--- config.mk ---
export PLATFORM = sky130hd
export DESIGN_NAME = utf_text_decoder
export DESIGN_NICKNAME = d
export VERILOG_FILES = /design/src/hdl/utfd_pkg.sv /design/src/hdl/utf_text_decoder.sv /design/src/hdl/utfd_front.sv /design/src/hdl/utfd_fifo.sv /design/src/hdl/utfd_back.sv
export SDC_FILE = /design/constraint.sdc
export NUM_CORES = 1
export LEC_CHECK = 0
export ABC_AREA = 1
export BUFFER_PORTS_ARGS = -buffer_cell sky130_fd_sc_hd__clkbuf_2
export CELL_PAD_IN_SITES_DETAIL_PLACEMENT = 1
export CELL_PAD_IN_SITES_GLOBAL_PLACEMENT = 2
export CORE_ASPECT_RATIO = 0.8
export CORE_MARGIN = 2
export CORE_UTILIZATION = 36
export DETAILED_ROUTE_END_ITERATION = 7
export PLACE_DENSITY = 0.82
export SYNTH_ARGS = -nofsm -noshare
export SYNTH_HDL_FRONTEND = slang
export SYNTH_SLANG_ARGS = --single-unit
--- constraint.sdc ---
create_clock -name clk_i -period 5 [get_ports clk_i]
set_input_delay 0.25 -clock clk_i [delete_from_list [all_inputs] [get_ports clk_i]]
set_output_delay 0.25 -clock clk_i [all_outputs]
set_load 0.1 [all_outputs]
--- src/hdl/utfd_pkg.sv ---
// Shared types and constants of the text decoder: request structs, the
// encoding codes, register indexes and the lead byte classes.
// No dependencies.
package utfd_pkg;

  // Encoding register codes.
  localparam logic [1:0] ENC_ASCII = 2'd0;
  localparam logic [1:0] ENC_UTF8  = 2'd1;
  localparam logic [1:0] ENC_UTF16 = 2'd2;
  localparam logic [1:0] ENC_UTF32 = 2'd3;

  // Configuration register indexes.
  localparam int unsigned CFG_IDX_W = 1;
  localparam int unsigned CFG_DATA_W = 2;
  localparam logic [CFG_IDX_W-1:0] REG_ENCODING   = 1'd0;
  localparam logic [CFG_IDX_W-1:0] REG_BIG_ENDIAN = 1'd1;

  // UTF-16 surrogate decoding constants.
  localparam logic [15:0] SURR_MASK   = 16'hfc00;
  localparam logic [15:0] SURR_HIGH   = 16'hd800;
  localparam logic [15:0] SURR_LOW    = 16'hdc00;
  localparam logic [20:0] SURR_OFFSET = 21'h10000;

  // UTF-8 continuation byte check.
  localparam logic [7:0] CONT_MASK = 8'hc0;
  localparam logic [7:0] CONT_TAG  = 8'h80;

  typedef struct packed {
    logic [7:0] data_byte;
    logic       end_of_stream;
  } in_item_t;

  typedef struct packed {
    logic [31:0] code_point;
    logic        malformed;
  } out_item_t;

  // Class of a byte read as a UTF-8 lead byte.
  typedef enum logic [2:0] {
    LEAD_SINGLE,
    LEAD_BAD,
    LEAD_TWO,
    LEAD_THREE,
    LEAD_FOUR
  } lead_e;

  // One classified byte as it travels from the front to the back.
  typedef struct packed {
    logic [7:0] data_byte;
    logic       end_of_stream;
    lead_e      lead;
    logic       cont_ok;
    logic [4:0] lead_payload;
  } cmd_t;

endpackage

--- src/hdl/utf_text_decoder.sv ---
// Top level of the text decoder: configuration registers, front end,
// request queue and back end. Depends on utfd_pkg, utfd_front,
// utfd_fifo and utfd_back.
//
//   Channel  Direction  Handshake             Payload
//   in       input      in_valid_i/in_stall_o  in_item_i  (data_byte, end_of_stream)
//   out      output     out_valid_o/out_stall_i out_item_o (code_point, malformed)
//   cfg      input      cfg_we_i               cfg_index_i, cfg_data_i
//
// One byte is taken per clock cycle while the request queue is not full.
// A taken byte is written into the request queue and, once the result
// register is free or drains, is decoded into the result register, from
// which its result is offered. The queue depth sets how many bytes are
// taken while the output is stalled. Reset puts the encoding at UTF-8,
// little-endian, with all sequence state clear.
module utf_text_decoder import utfd_pkg::*; #(
  parameter int unsigned QUEUE_DEPTH = 2
) (
  input  logic                  clk_i,
  input  logic                  rst_ni,
  input  logic                  in_valid_i,
  output logic                  in_stall_o,
  input  in_item_t              in_item_i,
  output logic                  out_valid_o,
  input  logic                  out_stall_i,
  output out_item_t             out_item_o,
  input  logic                  cfg_we_i,
  input  logic [CFG_IDX_W-1:0]  cfg_index_i,
  input  logic [CFG_DATA_W-1:0] cfg_data_i
);

  logic [1:0] encoding_q;
  logic       big_endian_q;
  logic       enc_write;

  logic q_full, q_push, q_empty, q_pop;
  cmd_t push_cmd, pop_cmd;

  // Writing the encoding register drops any partial sequence.
  assign enc_write = cfg_we_i && (cfg_index_i == REG_ENCODING);

  always_ff @(posedge clk_i or negedge rst_ni) begin
    if (!rst_ni) begin
      encoding_q   <= ENC_UTF8;
      big_endian_q <= 1'b0;
    end else if (cfg_we_i) begin
      case (cfg_index_i)
        REG_ENCODING:   encoding_q   <= cfg_data_i[1:0];
        REG_BIG_ENDIAN: big_endian_q <= cfg_data_i[0];
        default:        big_endian_q <= big_endian_q;
      endcase
    end
  end

  // The front classifies every byte as a possible UTF-8 lead or
  // continuation; the back decides which reading applies.
  utfd_front u_front (
    .in_valid_i (in_valid_i),
    .in_stall_o (in_stall_o),
    .in_item_i  (in_item_i),
    .q_full_i   (q_full),
    .q_push_o   (q_push),
    .q_cmd_o    (push_cmd)
  );

  utfd_fifo #(
    .DEPTH (QUEUE_DEPTH)
  ) u_fifo (
    .clk_i      (clk_i),
    .rst_ni     (rst_ni),
    .push_i     (q_push),
    .push_cmd_i (push_cmd),
    .full_o     (q_full),
    .pop_i      (q_pop),
    .empty_o    (q_empty),
    .pop_cmd_o  (pop_cmd)
  );

  // The back pops a request whenever its result register can take a value.
  utfd_back u_back (
    .clk_i        (clk_i),
    .rst_ni       (rst_ni),
    .encoding_i   (encoding_q),
    .big_endian_i (big_endian_q),
    .clear_i      (enc_write),
    .q_empty_i    (q_empty),
    .q_cmd_i      (pop_cmd),
    .q_pop_o      (q_pop),
    .out_valid_o  (out_valid_o),
    .out_stall_i  (out_stall_i),
    .out_item_o   (out_item_o)
  );

endmodule

--- src/hdl/utfd_front.sv ---
// Front end of the text decoder: takes input bytes and classifies them
// for UTF-8 use. Depends on utfd_pkg.
module utfd_front import utfd_pkg::*; (
  input  logic     in_valid_i,
  output logic     in_stall_o,
  input  in_item_t in_item_i,
  input  logic     q_full_i,
  output logic     q_push_o,
  output cmd_t     q_cmd_o
);

  logic [7:0] b;

  assign b          = in_item_i.data_byte;
  assign in_stall_o = q_full_i;
  assign q_push_o   = in_valid_i && !q_full_i;

  always_comb begin
    q_cmd_o.data_byte     = b;
    q_cmd_o.end_of_stream = in_item_i.end_of_stream;
    q_cmd_o.cont_ok       = (b & CONT_MASK) == CONT_TAG;
    q_cmd_o.lead          = LEAD_BAD;
    q_cmd_o.lead_payload  = '0;
    // The payload keeps the bits below the first zero of the lead byte.
    unique casez (b)
      8'b0???????: begin
        q_cmd_o.lead = LEAD_SINGLE;
      end
      8'b110?????: begin
        q_cmd_o.lead         = LEAD_TWO;
        q_cmd_o.lead_payload = b[4:0];
      end
      8'b1110????: begin
        q_cmd_o.lead         = LEAD_THREE;
        q_cmd_o.lead_payload = {1'b0, b[3:0]};
      end
      8'b11110???: begin
        q_cmd_o.lead         = LEAD_FOUR;
        q_cmd_o.lead_payload = {2'b00, b[2:0]};
      end
      default: begin
        q_cmd_o.lead = LEAD_BAD;
      end
    endcase
  end

endmodule

--- src/hdl/utfd_fifo.sv ---
// Short request queue between the front and back of the text decoder.
// Depends on utfd_pkg.
module utfd_fifo import utfd_pkg::*; #(
  parameter int unsigned DEPTH = 2
) (
  input  logic clk_i,
  input  logic rst_ni,
  input  logic push_i,
  input  cmd_t push_cmd_i,
  output logic full_o,
  input  logic pop_i,
  output logic empty_o,
  output cmd_t pop_cmd_o
);

  localparam int unsigned PTR_W = $clog2(DEPTH);
  localparam int unsigned CNT_W = $clog2(DEPTH + 1);
  localparam logic [PTR_W-1:0] LAST = PTR_W'(DEPTH - 1);

  cmd_t             entry_q [DEPTH];
  logic [PTR_W-1:0] wr_ptr_q, wr_ptr_d;
  logic [PTR_W-1:0] rd_ptr_q, rd_ptr_d;
  logic [CNT_W-1:0] count_q, count_d;

  assign full_o    = count_q == CNT_W'(DEPTH);
  assign empty_o   = count_q == '0;
  assign pop_cmd_o = entry_q[rd_ptr_q];

  always_comb begin
    wr_ptr_d = wr_ptr_q;
    rd_ptr_d = rd_ptr_q;
    count_d  = count_q;
    if (push_i) begin
      wr_ptr_d = (wr_ptr_q == LAST) ? '0 : wr_ptr_q + 1'b1;
    end
    if (pop_i) begin
      rd_ptr_d = (rd_ptr_q == LAST) ? '0 : rd_ptr_q + 1'b1;
    end
    if (push_i && !pop_i) begin
      count_d = count_q + 1'b1;
    end else if (pop_i && !push_i) begin
      count_d = count_q - 1'b1;
    end
  end

  always_ff @(posedge clk_i or negedge rst_ni) begin
    if (!rst_ni) begin
      wr_ptr_q <= '0;
      rd_ptr_q <= '0;
      count_q  <= '0;
    end else begin
      wr_ptr_q <= wr_ptr_d;
      rd_ptr_q <= rd_ptr_d;
      count_q  <= count_d;
    end
  end

  always_ff @(posedge clk_i) begin
    if (push_i) begin
      entry_q[wr_ptr_q] <= push_cmd_i;
    end
  end

endmodule

--- src/hdl/utfd_back.sv ---
// Back end of the text decoder: runs the sequence state for each
// classified byte and holds the result register. Depends on utfd_pkg.
module utfd_back import utfd_pkg::*; (
  input  logic       clk_i,
  input  logic       rst_ni,
  input  logic [1:0] encoding_i,
  input  logic       big_endian_i,
  input  logic       clear_i,
  input  logic       q_empty_i,
  input  cmd_t       q_cmd_i,
  output logic       q_pop_o,
  output logic       out_valid_o,
  input  logic       out_stall_i,
  output out_item_t  out_item_o
);

  logic [23:0] asm_q, asm_d;
  logic [1:0]  left_q, left_d;
  logic        bad_q, bad_d;
  logic [9:0]  hsb_q, hsb_d;
  logic        sw_q, sw_d;
  logic        out_valid_q;
  out_item_t   out_q;

  logic        emit;
  out_item_t   res;
  logic [7:0]  b;
  logic        eos;
  logic [23:0] asm8;
  logic [1:0]  left_dec;
  logic [15:0] raw16, unit16;
  logic [31:0] raw32, unit32;
  logic [20:0] pair_cp;
  logic        take;

  assign b        = q_cmd_i.data_byte;
  assign eos      = q_cmd_i.end_of_stream;
  assign asm8     = {asm_q[17:0], b[5:0]};
  assign left_dec = left_q - 1'b1;
  assign raw16    = {asm_q[7:0], b};
  assign unit16   = big_endian_i ? raw16 : {raw16[7:0], raw16[15:8]};
  assign raw32    = {asm_q, b};
  assign unit32   = big_endian_i ? raw32
                                 : {raw32[7:0], raw32[15:8], raw32[23:16], raw32[31:24]};
  assign pair_cp  = SURR_OFFSET + {1'b0, hsb_q, unit16[9:0]};

  // A request moves on when the result register is free or drains now.
  assign q_pop_o = !q_empty_i && (!out_valid_q || !out_stall_i);
  assign take    = q_pop_o;

  always_comb begin
    asm_d  = asm_q;
    left_d = left_q;
    bad_d  = bad_q;
    hsb_d  = hsb_q;
    sw_d   = sw_q;
    emit   = 1'b0;
    res    = '0;
    unique case (encoding_i)
      ENC_ASCII: begin
        emit           = 1'b1;
        res.code_point = {24'd0, b};
      end
      ENC_UTF8: begin
        if (left_q == '0) begin
          case (q_cmd_i.lead) inside
            LEAD_SINGLE: begin
              emit           = 1'b1;
              res.code_point = {24'd0, b};
            end
            LEAD_TWO, LEAD_THREE, LEAD_FOUR: begin
              asm_d  = {19'd0, q_cmd_i.lead_payload};
              left_d = (q_cmd_i.lead == LEAD_TWO)   ? 2'd1 :
                       (q_cmd_i.lead == LEAD_THREE) ? 2'd2 : 2'd3;
              bad_d  = 1'b0;
            end
            default: begin
              emit          = 1'b1;
              res.malformed = 1'b1;
            end
          endcase
        end else begin
          bad_d  = bad_q || !q_cmd_i.cont_ok;
          asm_d  = asm8;
          left_d = left_dec;
          if (left_dec == '0) begin
            emit           = 1'b1;
            res.malformed  = bad_d;
            res.code_point = bad_d ? '0 : {8'd0, asm8};
            asm_d          = '0;
            bad_d          = 1'b0;
          end
        end
      end
      ENC_UTF16: begin
        if (left_q == '0) begin
          asm_d  = {16'd0, b};
          left_d = 2'd1;
        end else begin
          asm_d  = '0;
          left_d = '0;
          if (sw_q) begin
            sw_d  = 1'b0;
            hsb_d = '0;
            emit  = 1'b1;
            if ((unit16 & SURR_MASK) != SURR_LOW) begin
              res.malformed = 1'b1;
            end else begin
              res.code_point = {11'd0, pair_cp};
            end
          end else if ((unit16 & SURR_MASK) == SURR_HIGH) begin
            hsb_d = unit16[9:0];
            sw_d  = 1'b1;
          end else begin
            emit           = 1'b1;
            res.code_point = {16'd0, unit16};
          end
        end
      end
      ENC_UTF32: begin
        if (left_q == '0) begin
          asm_d  = {16'd0, b};
          left_d = 2'd3;
        end else begin
          asm_d  = raw32[23:0];
          left_d = left_dec;
          if (left_dec == '0) begin
            asm_d          = '0;
            emit           = 1'b1;
            res.code_point = unit32;
          end
        end
      end
      default: begin
        emit = 1'b0;
      end
    endcase
    // A stream that ends mid-sequence reports a truncated sequence.
    if (eos && !emit && (left_d != '0 || sw_d)) begin
      asm_d         = '0;
      left_d        = '0;
      bad_d         = 1'b0;
      hsb_d         = '0;
      sw_d          = 1'b0;
      emit          = 1'b1;
      res           = '0;
      res.malformed = 1'b1;
    end
  end

  always_ff @(posedge clk_i or negedge rst_ni) begin
    if (!rst_ni) begin
      asm_q       <= '0;
      left_q      <= '0;
      bad_q       <= 1'b0;
      hsb_q       <= '0;
      sw_q        <= 1'b0;
      out_valid_q <= 1'b0;
    end else begin
      if (clear_i) begin
        asm_q  <= '0;
        left_q <= '0;
        bad_q  <= 1'b0;
        hsb_q  <= '0;
        sw_q   <= 1'b0;
      end else if (take) begin
        asm_q  <= asm_d;
        left_q <= left_d;
        bad_q  <= bad_d;
        hsb_q  <= hsb_d;
        sw_q   <= sw_d;
      end
      if (take) begin
        out_valid_q <= emit;
      end else if (!out_stall_i) begin
        out_valid_q <= 1'b0;
      end
    end
  end

  always_ff @(posedge clk_i) begin
    if (take && emit) begin
      out_q <= res;
    end
  end

  assign out_valid_o = out_valid_q;
  assign out_item_o  = out_q;

  a_surr_only_utf16: assert property (@(posedge clk_i) disable iff (!rst_ni)
    sw_q |-> encoding_i == ENC_UTF16)
    else $error("surrogate pending outside utf16 mode");

  a_utf16_left: assert property (@(posedge clk_i) disable iff (!rst_ni)
    (encoding_i == ENC_UTF16) |-> left_q <= 2'd1)
    else $error("utf16 byte count out of range");

  a_bad_zero: assert property (@(posedge clk_i) disable iff (!rst_ni)
    (out_valid_q && out_q.malformed) |-> out_q.code_point == '0)
    else $error("malformed result with nonzero code point");

  a_no_loss: assert property (@(posedge clk_i) disable iff (!rst_ni)
    (out_valid_q && out_stall_i) |=> out_valid_q)
    else $error("stalled result dropped");

endmodule

==> results of run 1 <==
-- critical path, cell delays in order, from the launching register on --
cell and delay, ps:
dfrtp_1 360, buf_4 220, inv_1 630, nand3_1 210
nand2_1 150, nand3_1 140, inv_2 90, nand3_2 90
nand2_2 90, nand2_2 80, nor2_4 160, nand2_4 130
inv_2 170, nor2_1 110, nor2_4 740
-- routing by layer --
metal	GRT usage	up-vias	part of all wire
met4	0.0712	0	0.015
met3	0.0622	32	0.063
met5	0	-	0
met2	0.369	185	0.44
li1	-	2670	-
met1	0.356	2853	0.48
-- cell usage in the layout, fill, tap and decap left out, drive strengths merged, types with 2 or more instances in the layout --
cell	netlist	routed
clkbuf	15	73
o21a	2	2
buf	17	7
mux2i	2	2
o22ai	27	27
o211ai	2	2
nand2	229	229
a21oi	46	46
o32ai	5	5
o21ai	30	30
nor2	90	90
inv	74	74
nand4	33	33
nand3	24	24
nor3	6	6
o221ai	2	2
clkinv	0	6
ha	9	9
clkinvlp	0	2
a31oi	10	10
a211oi	8	8
bufinv	0	2
xor2	3	3
edfxtp	69	69
and3	2	2
dfrtp	45	45
-- registers in the layout (all words and copies together) (netlist names), 2 cells and up --
name and cells:
u_back.left_q 2, u_back.hsb_q 10, u_fifo.entry_q 36, encoding_q 2, u_fifo.count_q 2, u_back.asm_q 24
u_back.out_item_o 33
-- cell type report --
| class | instances | area [µm²] | area share |
|---|---|---|---|
| flip-flops and latches | 115 | 3220 | 0.442 |
| multi-input cells | 535 | 2630 | 0.360 |
| clock inverters | 10 | 111 | 0.0153 |
| inverters | 74 | 278 | 0.0381 |
| clock buffers | 22 | 454 | 0.0623 |
| well taps | 225 | 282 | 0.0386 |
| repair buffers | 59 | 318 | 0.0436 |
-- power by group through the flow --
stage	clock [µW]	combinational, µW	sequential, µW
finish	1190	2610	1540
global route	1250	2790	1570
CTS	1210	2600	1540
detailed placement	0	2590	1560
global placement	0	2550	1540
floorplan	0	1090	2440
-- how the worst min path moves through the flow --
| stage | endpoint | slack [ps] | cells after the start |
|---|---|---|---|
| final | u_fifo.entry_q[0][9] | 10 | 1 |
| after global placement | encoding_q[1] | 410 | 2 |
| after CTS | u_fifo.entry_q[0][9] | 2 | 1 |
| after global routing | u_fifo.entry_q[0][9] | 7 | 1 |
| after detailed placement | u_fifo.count_q[1] | 400 | 2 |
| after floorplan | big_endian_q | -50 | 0 |
-- per-stage QoR --
stage                     utilization  instances  instance area, µm²  worst slack, ps
after global placement          0.390       1007                6720             1510
after floorplan                     -        756                6290             1440
after detailed placement        0.390       1007                6720             1270
after global routing            0.424       1040                7290              839
after CTS                       0.424       1040                7290             1240
final                           0.424       1040                7290             1210
-- kinds of logic (layout without fill, tap and decap cells) --
logic type      Yosys count  count (layout)  share of synthesized area
mux                       2               2                    0.00318
simple gates            384             384                      0.261
compound gates          136             136                      0.129
xor+xnor                  4               4                    0.00557
fa+ha+maj                 9               9                     0.0179
flops                   115             115                      0.513
buf+inv                 106             165                     0.0707
-- what timing repair did --
item | in CTS | in global routing
setup buffers | 0 | 0
endpoints found under the hold margin | 45 | 0
hold buffers | 1 | 0
==> metrics.txt, run 1 <==
Worst-path clk slew=60 ps; Crit Path Category=reg -> reg; Max Transition Viols Final=0; Area Overhead vs Synth=16.0%; Congestion Overflow GR=0; routability congestion estimate=0.922; mapped cell area=0.00629 mm²; Final Critical Period=3790 ps; EDFF count, synth=69; Worst-Skew Late Latency=430 ps; Peak VDD IR=0.000247 V; Synth Instances=756; critical path launch point=big_endian_q; TritonCTS Buffers=17; clock tree buffer depth=2; ranking of synthesized cells by area=edfxtp_1 33%, dfrtp_1 18%, nand2_1 13%, nor2_1 5.2%, inv_1 4.0%; post-synth top area share=0.330; Mapped Avg Cell Area=8.31 µm²; Post-synth ARST share=0.400; CP required=5050 ps; layout cells sized above 1=0.141; R2R setup slack=1210 ps; top-count cell post-synth=nand2_1; H-tree Lvls=4; area leader, netlist=edfxtp_1; Detailed Routing Iterations Pass 1=5; Slew @ Worst Pin=1130 ps; fill count=2088; Top FF cell, synth=edfxtp_1; WP data arrival=3840 ps; worst hold slack=14.3 ps; routed length per instance=20.9 µm; Num Clock Sinks=115; Initial Util=0.365; Die X=152 µm; Psw=2810 µW; Min-Delay Startpoint=in_item_i[0]; Resized cells post-CTS=0; core area=0.0172 mm²; Syn Nets=782; Pint=2530 µW; largest net degree at the start of global routing=47; global-route wire length before repair=33.5 mm; RSZ-0062 raised after global routing=false; HP Class=in -> reg; DIE AREA=0.0185 mm²; Comb pwr share=0.489; routed vias/inst=5.52; post-route antenna net violation count=0; crit path max fanout=33; Pwr Total=5340 µW; Pleak=0.00326 µW; sw frac=0.527; FF-to-FF End=u_back.out_item_o[26]; reg2reg start=big_endian_q; #FFs+latches synth=115; Peak Freq=264 MHz; PortBufs=51; Reg2Reg Depth=14; final setup vio count=0; DRT iter0 DRCs=397; clock power share=0.223; Yosys warning count=0; diodes inserted=0; # nets final=828; maxcap violations=0; Worst Setup Start Kind=flip-flop; clk root buf=clkbuf_16; IO Pins=52; CP Capture Type=flip-flop; CTS tree=yes; relative slew slack=0.244; placed wire-length estimate=15.9 mm; sequential share of the synthesized area=0.513; initial antenna violation count=0; outcome=complete, no violations; endpoints failing hold=0; pwr dens=732 mW/mm²; worst setup path end=u_back.out_item_o[26]; drc violations=0; total number of vias=5740; Final TNS setup=0 ps; GRT Resource Usage Total=0.247; final worst path period share=0.758; Synth top cells by count=219 x nand2_1, 87 x nor2_1, 69 x edfxtp_1, 67 x inv_1; vias in the first global route=5756; Die Height=122 µm; Final Routed Wirelength=21.7 mm; Flop pwr share=0.289; site row count=43; Fin Clk Skew=11.2 ps; post-synth cell types=41
No activity file was read; power rests on OpenSTA's default activity.
==> run 2, diff against run 1 <==
CORE_UTILIZATION = 33   (was 36)
PLACE_DENSITY = 0.79   (was 0.82)
clock period = 3.28 ns   (was 5 ns; I/O delays follow)
==> run 2 against run 1 <==
  * Sequential cell count unchanged
  * Global-route usage decreased by 1.0 points
  * Clock skew about the same
  * Setup slack got worse by 770 ps
  * Design area increased by 3.8%
  * Final cell count increased by 5.8%
  * Non-clock buffer count increased by 27
  * Power increased by 54%
  * Sequential power increased by 49%
  * Critical endpoint is now u_back.out_item_o[25]
  * Largest power group unchanged
==> metrics.txt, run 2 (synthesis results as in run 1) <==
Initial Util=0.334 (-0.0309); max reg flops=36 (unchanged); Worst Setup Start Kind=flip-flop; clk root buf=clkbuf_16; HP Class=in -> reg; Die Height=127 µm (+4.3%); Area Overhead vs Synth=20.4%; Worst-path clk slew=60 ps (about the same); final setup vio count=0 (unchanged); CP Capture Type=flip-flop; DRT iter0 DRCs=375 (-5.5%); Die X=158 µm (+4.3%); PortBufs=51 (unchanged); TritonCTS Buffers=17 (unchanged); layout cells sized above 1=0.159 (+0.0180); WP data arrival=2960 ps (-880 ps); H-tree Lvls=4 (unchanged); Slew @ Worst Pin=1090 ps (-38.9 ps); core area=0.0188 mm² (+9.2%); routability congestion estimate=0.928 (+0.67%); total number of vias=5965 (+3.9%); DIE AREA=0.0202 mm² (+8.8%); multi-input combinational cell area=0.00263 mm² (about the same); relative slew slack=0.273 (+0.0287); Worst-Skew Late Latency=430 ps (about the same); Setup WS post-layout=444 ps (-766 ps); register area=0.00322 mm² (unchanged); Num Clock Sinks=115 (unchanged); post-route antenna net violation count=0 (unchanged); IO Pins=52 (unchanged); pwr dens=1090 mW/mm² (+49%); most frequent cells in the layout=219 x nand2_1, 86 x nor2_1, 69 x edfxtp_1; # nets final=855 (+3.3%); GRT Resource Usage Total=0.237 (-0.0103); Fin Clk Skew=10.8 ps (-0.398 ps); Final Critical Period=2840 ps (-954 ps); Pleak=0.00338 µW (+3.9%); outcome=complete, no violations; routed vias/inst=5.42 (-1.7%); placed wire-length estimate=17.0 mm (+6.4%); Peak VDD IR=0.000541 V (+120%); fill count=2258 (+8.1%); drc violations=0 (unchanged); routed length per instance=20.8 µm (-0.20%); CTS tree=yes; initial antenna violation count=0 (unchanged); diodes inserted=0 (unchanged); final worst path period share=0.865 (+0.107); Crit Path Category=reg -> reg; vias in the first global route=5997 (+4.2%); clock tree buffer depth=2 (unchanged); largest net degree at the start of global routing=36 (-23%); Congestion Overflow GR=0 (unchanged); endpoints failing hold=0 (unchanged); RSZ-0062 raised after global routing=false; maxcap violations=0 (unchanged); Final TNS setup=0 ps (unchanged); setup slack at placement=492 ps (-774 ps); Peak Freq=353 MHz (+34%); commonest non-fill, non-tap cell in the layout=nand2_1; crit path max fanout=28 (-15%); register name with the most flops=u_fifo.entry_q; Max Transition Viols Final=0 (unchanged); Final Routed Wirelength=22.9 mm (+5.6%); CP required=3400 ps (-1650 ps); site row count=45 (+4.7%); Detailed Routing Iterations Pass 1=5 (unchanged); Pwr Total=8240 µW (+54%); global-route wire length before repair=35.5 mm (+5.9%)
[run 2: changes by cell type in the layout (fill, tap and decap cells not counted), moves of 2 or more]
cell           change
buf_4             +15
clkbuf_1           -4
clkinv_4           +2
dlygate4sd3_1     +11
inv_6              +2
[run 2: layout make-up]
class,instances,area share
inverters,74,0.0367
clock inverters,15,0.0178
multi-input cells,535,0.347
repair buffers,86,0.0740
flip-flops and latches,115,0.426
clock buffers,17,0.0562
well taps,258,0.0426
[run 2: power by group]
part	switching [µW]	internal (µW)	leakage [µW]
clock network	724	1040	0.000269
logic	3400	773	0.00183
registers	244	2050	0.00128
total	4370	3870	0.00338
[run 2: critical path: stages, from the launching register on]
cell and delay (ps):
dfrtp_1 430, inv_1 130, ha_1 410, nor2_1 100
inv_1 160, nand3_1 100, a21oi_1 160, nand2_2 100
nor2_4 170, nand2_4 140, inv_2 80, nor2_1 70
nor2_4 220, buf_12 230
[run 2: metal layers]
metal,routed length (µm),share of wire,global-route usage,vias to the layer above
met3,1230,0.054,0.0458,32
met2,10300,0.45,0.363,203
met1,11000,0.48,0.344,3002
li1,-,-,-,2728
met4,299,0.013,0.0625,0
met5,0,0,0,-
[run 2: path summary, 6_finish.rpt]
path | start | slack (ps) | endpoint | depth (start not counted)
min | out_stall_i | 50 | u_back.out_valid_o | 3
max reg2reg | u_back.left_q[0] | 440 | u_back.out_item_o[25] | 13
min reg2reg | u_back.hsb_q[2] | 490 | u_back.hsb_q[2] | 2
min in group asynchronous | rst_ni | 480 | u_back.asm_q[13] | 2
max in group asynchronous | rst_ni | 2020 | u_back.asm_q[22] | 3
max | u_back.left_q[0] | 440 | u_back.out_item_o[25] | 13
[run 2: metrics by stage]
stage | std cells | hold slack [ps] | utilization | area, µm²
after floorplan | 756 | -132 | - | 6290
after global placement | 1056 | 362 | 0.366 | 6890
after detailed placement | 1056 | 371 | 0.366 | 6890
after CTS | 1100 | 49.5 | 0.403 | 7570
after global routing | 1100 | 63.6 | 0.403 | 7570
final | 1100 | 49.8 | 0.403 | 7570
[run 2: repair_timing]
item	in CTS	in global routing
gates resized for setup	0	0
hold endpoints to repair	53	0
setup buffers	0	0
hold buffers	12	0
==> run 3, diff against run 2 <==
ABC_AREA = unset   (was 1)
CORE_UTILIZATION = 36   (was 33)
==> run 3 against run 2 <==
  * First-iteration DRC count increased by 40%
  * Via count decreased by 9.8%
  * Design area increased by 1.5%
  * Sequential power hardly changed
  * Clock power increased by 12%
  * Largest power group unchanged
  * Largest cell class unchanged
  * Non-clock buffer count rose by 19
  * Die area is 9.1% lower
  * Wire length is 6.9% lower
==> metrics.txt, run 3 <==
outcome=complete, no violations; final worst path period share=0.947 (+0.0829); sequential share of the synthesized area=0.519 (+0.00578); post-route antenna net violation count=0 (unchanged); final setup vio count=0 (unchanged); Detailed Routing Iterations Pass 1=5 (unchanged); Final Critical Period=3110 ps (+272 ps); CP required=3420 ps (+20 ps); Syn Nets=609 (-22%); Final Routed Wirelength=21.3 mm (-6.9%); DRT iter0 DRCs=526 (+40%); most frequent cells in the layout=69 x edfxtp_1, 54 x nand2_1, 51 x clkbuf_2; TritonCTS Buffers=17 (unchanged); Final TNS setup=0 ps (unchanged); DIE AREA=0.0183 mm² (-9.1%); placed wire-length estimate=15.0 mm (-12%); crit path cell chain=buf_4, mux2_2, mux2i_1, nor4_2, and3_1, o2111ai_4, buf_4, a31o_4, nand2_2, buf_4, nor3_1; pwr dens=1090 mW/mm² (about the same); HP Class=in -> reg; clk root buf=clkbuf_16; largest net degree at the start of global routing=35 (-2.8%); Peak VDD IR=0.000351 V (-35%); initial antenna violation count=0 (unchanged); H-tree Lvls=4 (unchanged); PortBufs=51 (unchanged); Synth top cells by count=69 x edfxtp_1, 54 x nand2_1, 45 x dfrtp_1, 41 x nor2_1, 36 x o21ai_0; crit path max fanout=16 (-43%); Peak Freq=322 MHz (-8.7%); #FFs+latches synth=115 (unchanged); layout cells sized above 1=0.228 (+0.0689); Initial Util=0.372 (+0.0377); ranking of synthesized cells by area=edfxtp_1 33%, dfrtp_1 18%, mux2i_1 3.9%, nand2_1 3.3%, o21ai_0 2.9%; relative slew slack=0.352 (+0.0796); Crit Path Category=reg -> reg; Mapped Avg Cell Area=10.7 µm² (+28%); commonest non-fill, non-tap cell in the layout=edfxtp_1; max reg flops=36 (unchanged); routed length per instance=23.6 µm (+13%); drc violations=0 (unchanged); clock tree buffer depth=2 (unchanged); fill count=1841 (-18%); CP Capture Type=flip-flop; total number of vias=5380 (-9.8%); WP data arrival=3250 ps (+290 ps); Synth Instances=583 (-23%); Congestion Overflow GR=0 (unchanged); Pleak=0.00303 µW (-11%); Max Transition Viols Final=0 (unchanged); area leader, netlist=edfxtp_1; mapped cell area=0.00622 mm² (-1.1%); Slew @ Worst Pin=972 ps (-119 ps); Post-synth ARST share=0.400 (unchanged); Top FF cell, synth=edfxtp_1; endpoints failing hold=0 (unchanged); Fin Clk Skew=11.4 ps (+0.609 ps); most used cell, CP=buf_4; routed vias/inst=5.95 (+9.7%); Num Clock Sinks=115 (unchanged); # nets final=697 (-18%); Worst-path clk slew=50 ps (about the same); post-synth cell types=64 (+56%); global-route wire length before repair=32.5 mm (-8.4%); post-synth top area share=0.333 (+0.00372); IO Pins=52 (unchanged); register name with the most flops=u_fifo.entry_q; worst hold slack=24.4 ps (-25.4 ps); diodes inserted=0 (unchanged); Yosys warning count=0 (unchanged); EDFF count, synth=69 (unchanged); top-count cell post-synth=edfxtp_1; Worst-Skew Late Latency=430 ps (about the same); Worst Setup Start Kind=flip-flop; Critical Path Max Stage Delay=430 ps (about the same); site row count=42 (-6.7%); core area=0.0167 mm² (-11%); RSZ-0062 raised after global routing=false; routability congestion estimate=0.915 (-1.4%); critical path's slowest cell=dfrtp_1; Area after DPL=0.00692 mm² (+0.40%); maxcap violations=0 (unchanged); GRT Resource Usage Total=0.241 (+0.00397); Die Height=122 µm (-4.6%); Area Overhead vs Synth=23.6%; fin area=0.00768 mm² (+1.5%); Die X=151 µm (-4.7%); vias in the first global route=5412 (-9.8%); CTS tree=yes
-- run 3: cell types whose count changed after synthesis, sizes merged, moves of 8 or more --
cell and change:
nor3 +8, a22oi +19, a21oi -18, mux2 +16
nor2b +11, inv -41, nand3 -20, nor2 -49
mux2i +22, nand4 -31, nand2b +8, nand2 -174
clkbuf +8
-- run 3: cell families after synthesis --
family | after synthesis | synth area share
compound gates | 185 | 0.216
xor+xnor | 9 | 0.0127
fa+ha+maj | 9 | 0.0181
buf+inv | 70 | 0.0487
flops | 115 | 0.519
mux | 40 | 0.0682
simple gates | 155 | 0.118
-- run 3: what timing repair did --
| item | 4_1_cts | 5_1_grt |
|---|---|---|
| endpoints found under the hold margin | 39 | 0 |
| setup endpoints to repair | 0 | 34 |
| gates resized for setup | 0 | 5 |
| hold buffers | 11 | 0 |
| setup buffers | 0 | 0 |
-- run 3: worst paths after layout --
| path | start | end | slack (ps) | cells after the start |
|---|---|---|---|---|
| hold reg to reg | u_fifo.wr_ptr_q | u_fifo.wr_ptr_q | 490 | 1 |
| max in group asynchronous | rst_ni | u_back.asm_q[4] | 2130 | 3 |
| setup / recovery | u_fifo.rd_ptr_q | u_back.out_item_o[28] | 170 | 11 |
| hold / removal | in_item_i[4] | u_fifo.entry_q[1][13] | 20 | 1 |
| setup reg to reg | u_fifo.rd_ptr_q | u_back.out_item_o[28] | 170 | 11 |
| min in group asynchronous | rst_ni | u_back.left_q[0] | 330 | 2 |
-- run 3: worst max-delay path: cells and delay by family (launching register included) --
| kind | cells | cell delay [ps] |
|---|---|---|
| buf+inv | 3 | 630 |
| mux | 2 | 360 |
| simple gates | 4 | 980 |
| flops | 1 | 430 |
| compound gates | 2 | 410 |
-- run 3: routing by layer --
layer,wire length (µm),track usage,vias to the layer above
li1,-,-,2380
met5,0,0,-
met4,586,0.0835,0
met3,1710,0.0652,44
met2,9390,0.363,254
met1,9640,0.336,2702
-- run 3: report_power, final --
| group | switching, µW | internal (µW) |
|---|---|---|
| registers | 260 | 2030 |
| logic | 3060 | 1020 |
| clock network | 656 | 1320 |
-- run 3: metrics by stage --
| stage | cells | setup WS, ps | util | power [µW] |
|---|---|---|---|---|
| floorplan | 583 | 233 | - | 5170 |
| CTS | 903 | 3.13 | 0.458 | 8310 |
| finish | 904 | 172 | 0.460 | 8350 |
| global placement | 860 | 161 | 0.414 | 6200 |
| detailed placement | 860 | 22.2 | 0.414 | 6280 |
| global route | 904 | 6.85 | 0.460 | 8700 |
-- run 3: layout make-up --
class | instances | area (µm²) | area share
well taps | 220 | 275 | 0.0358
flip-flops and latches | 115 | 3230 | 0.420
clock inverters | 10 | 154 | 0.0200
clock buffers | 22 | 474 | 0.0617
repair buffers | 105 | 701 | 0.0912
multi-input cells | 399 | 2730 | 0.355
inverters | 33 | 124 | 0.0161
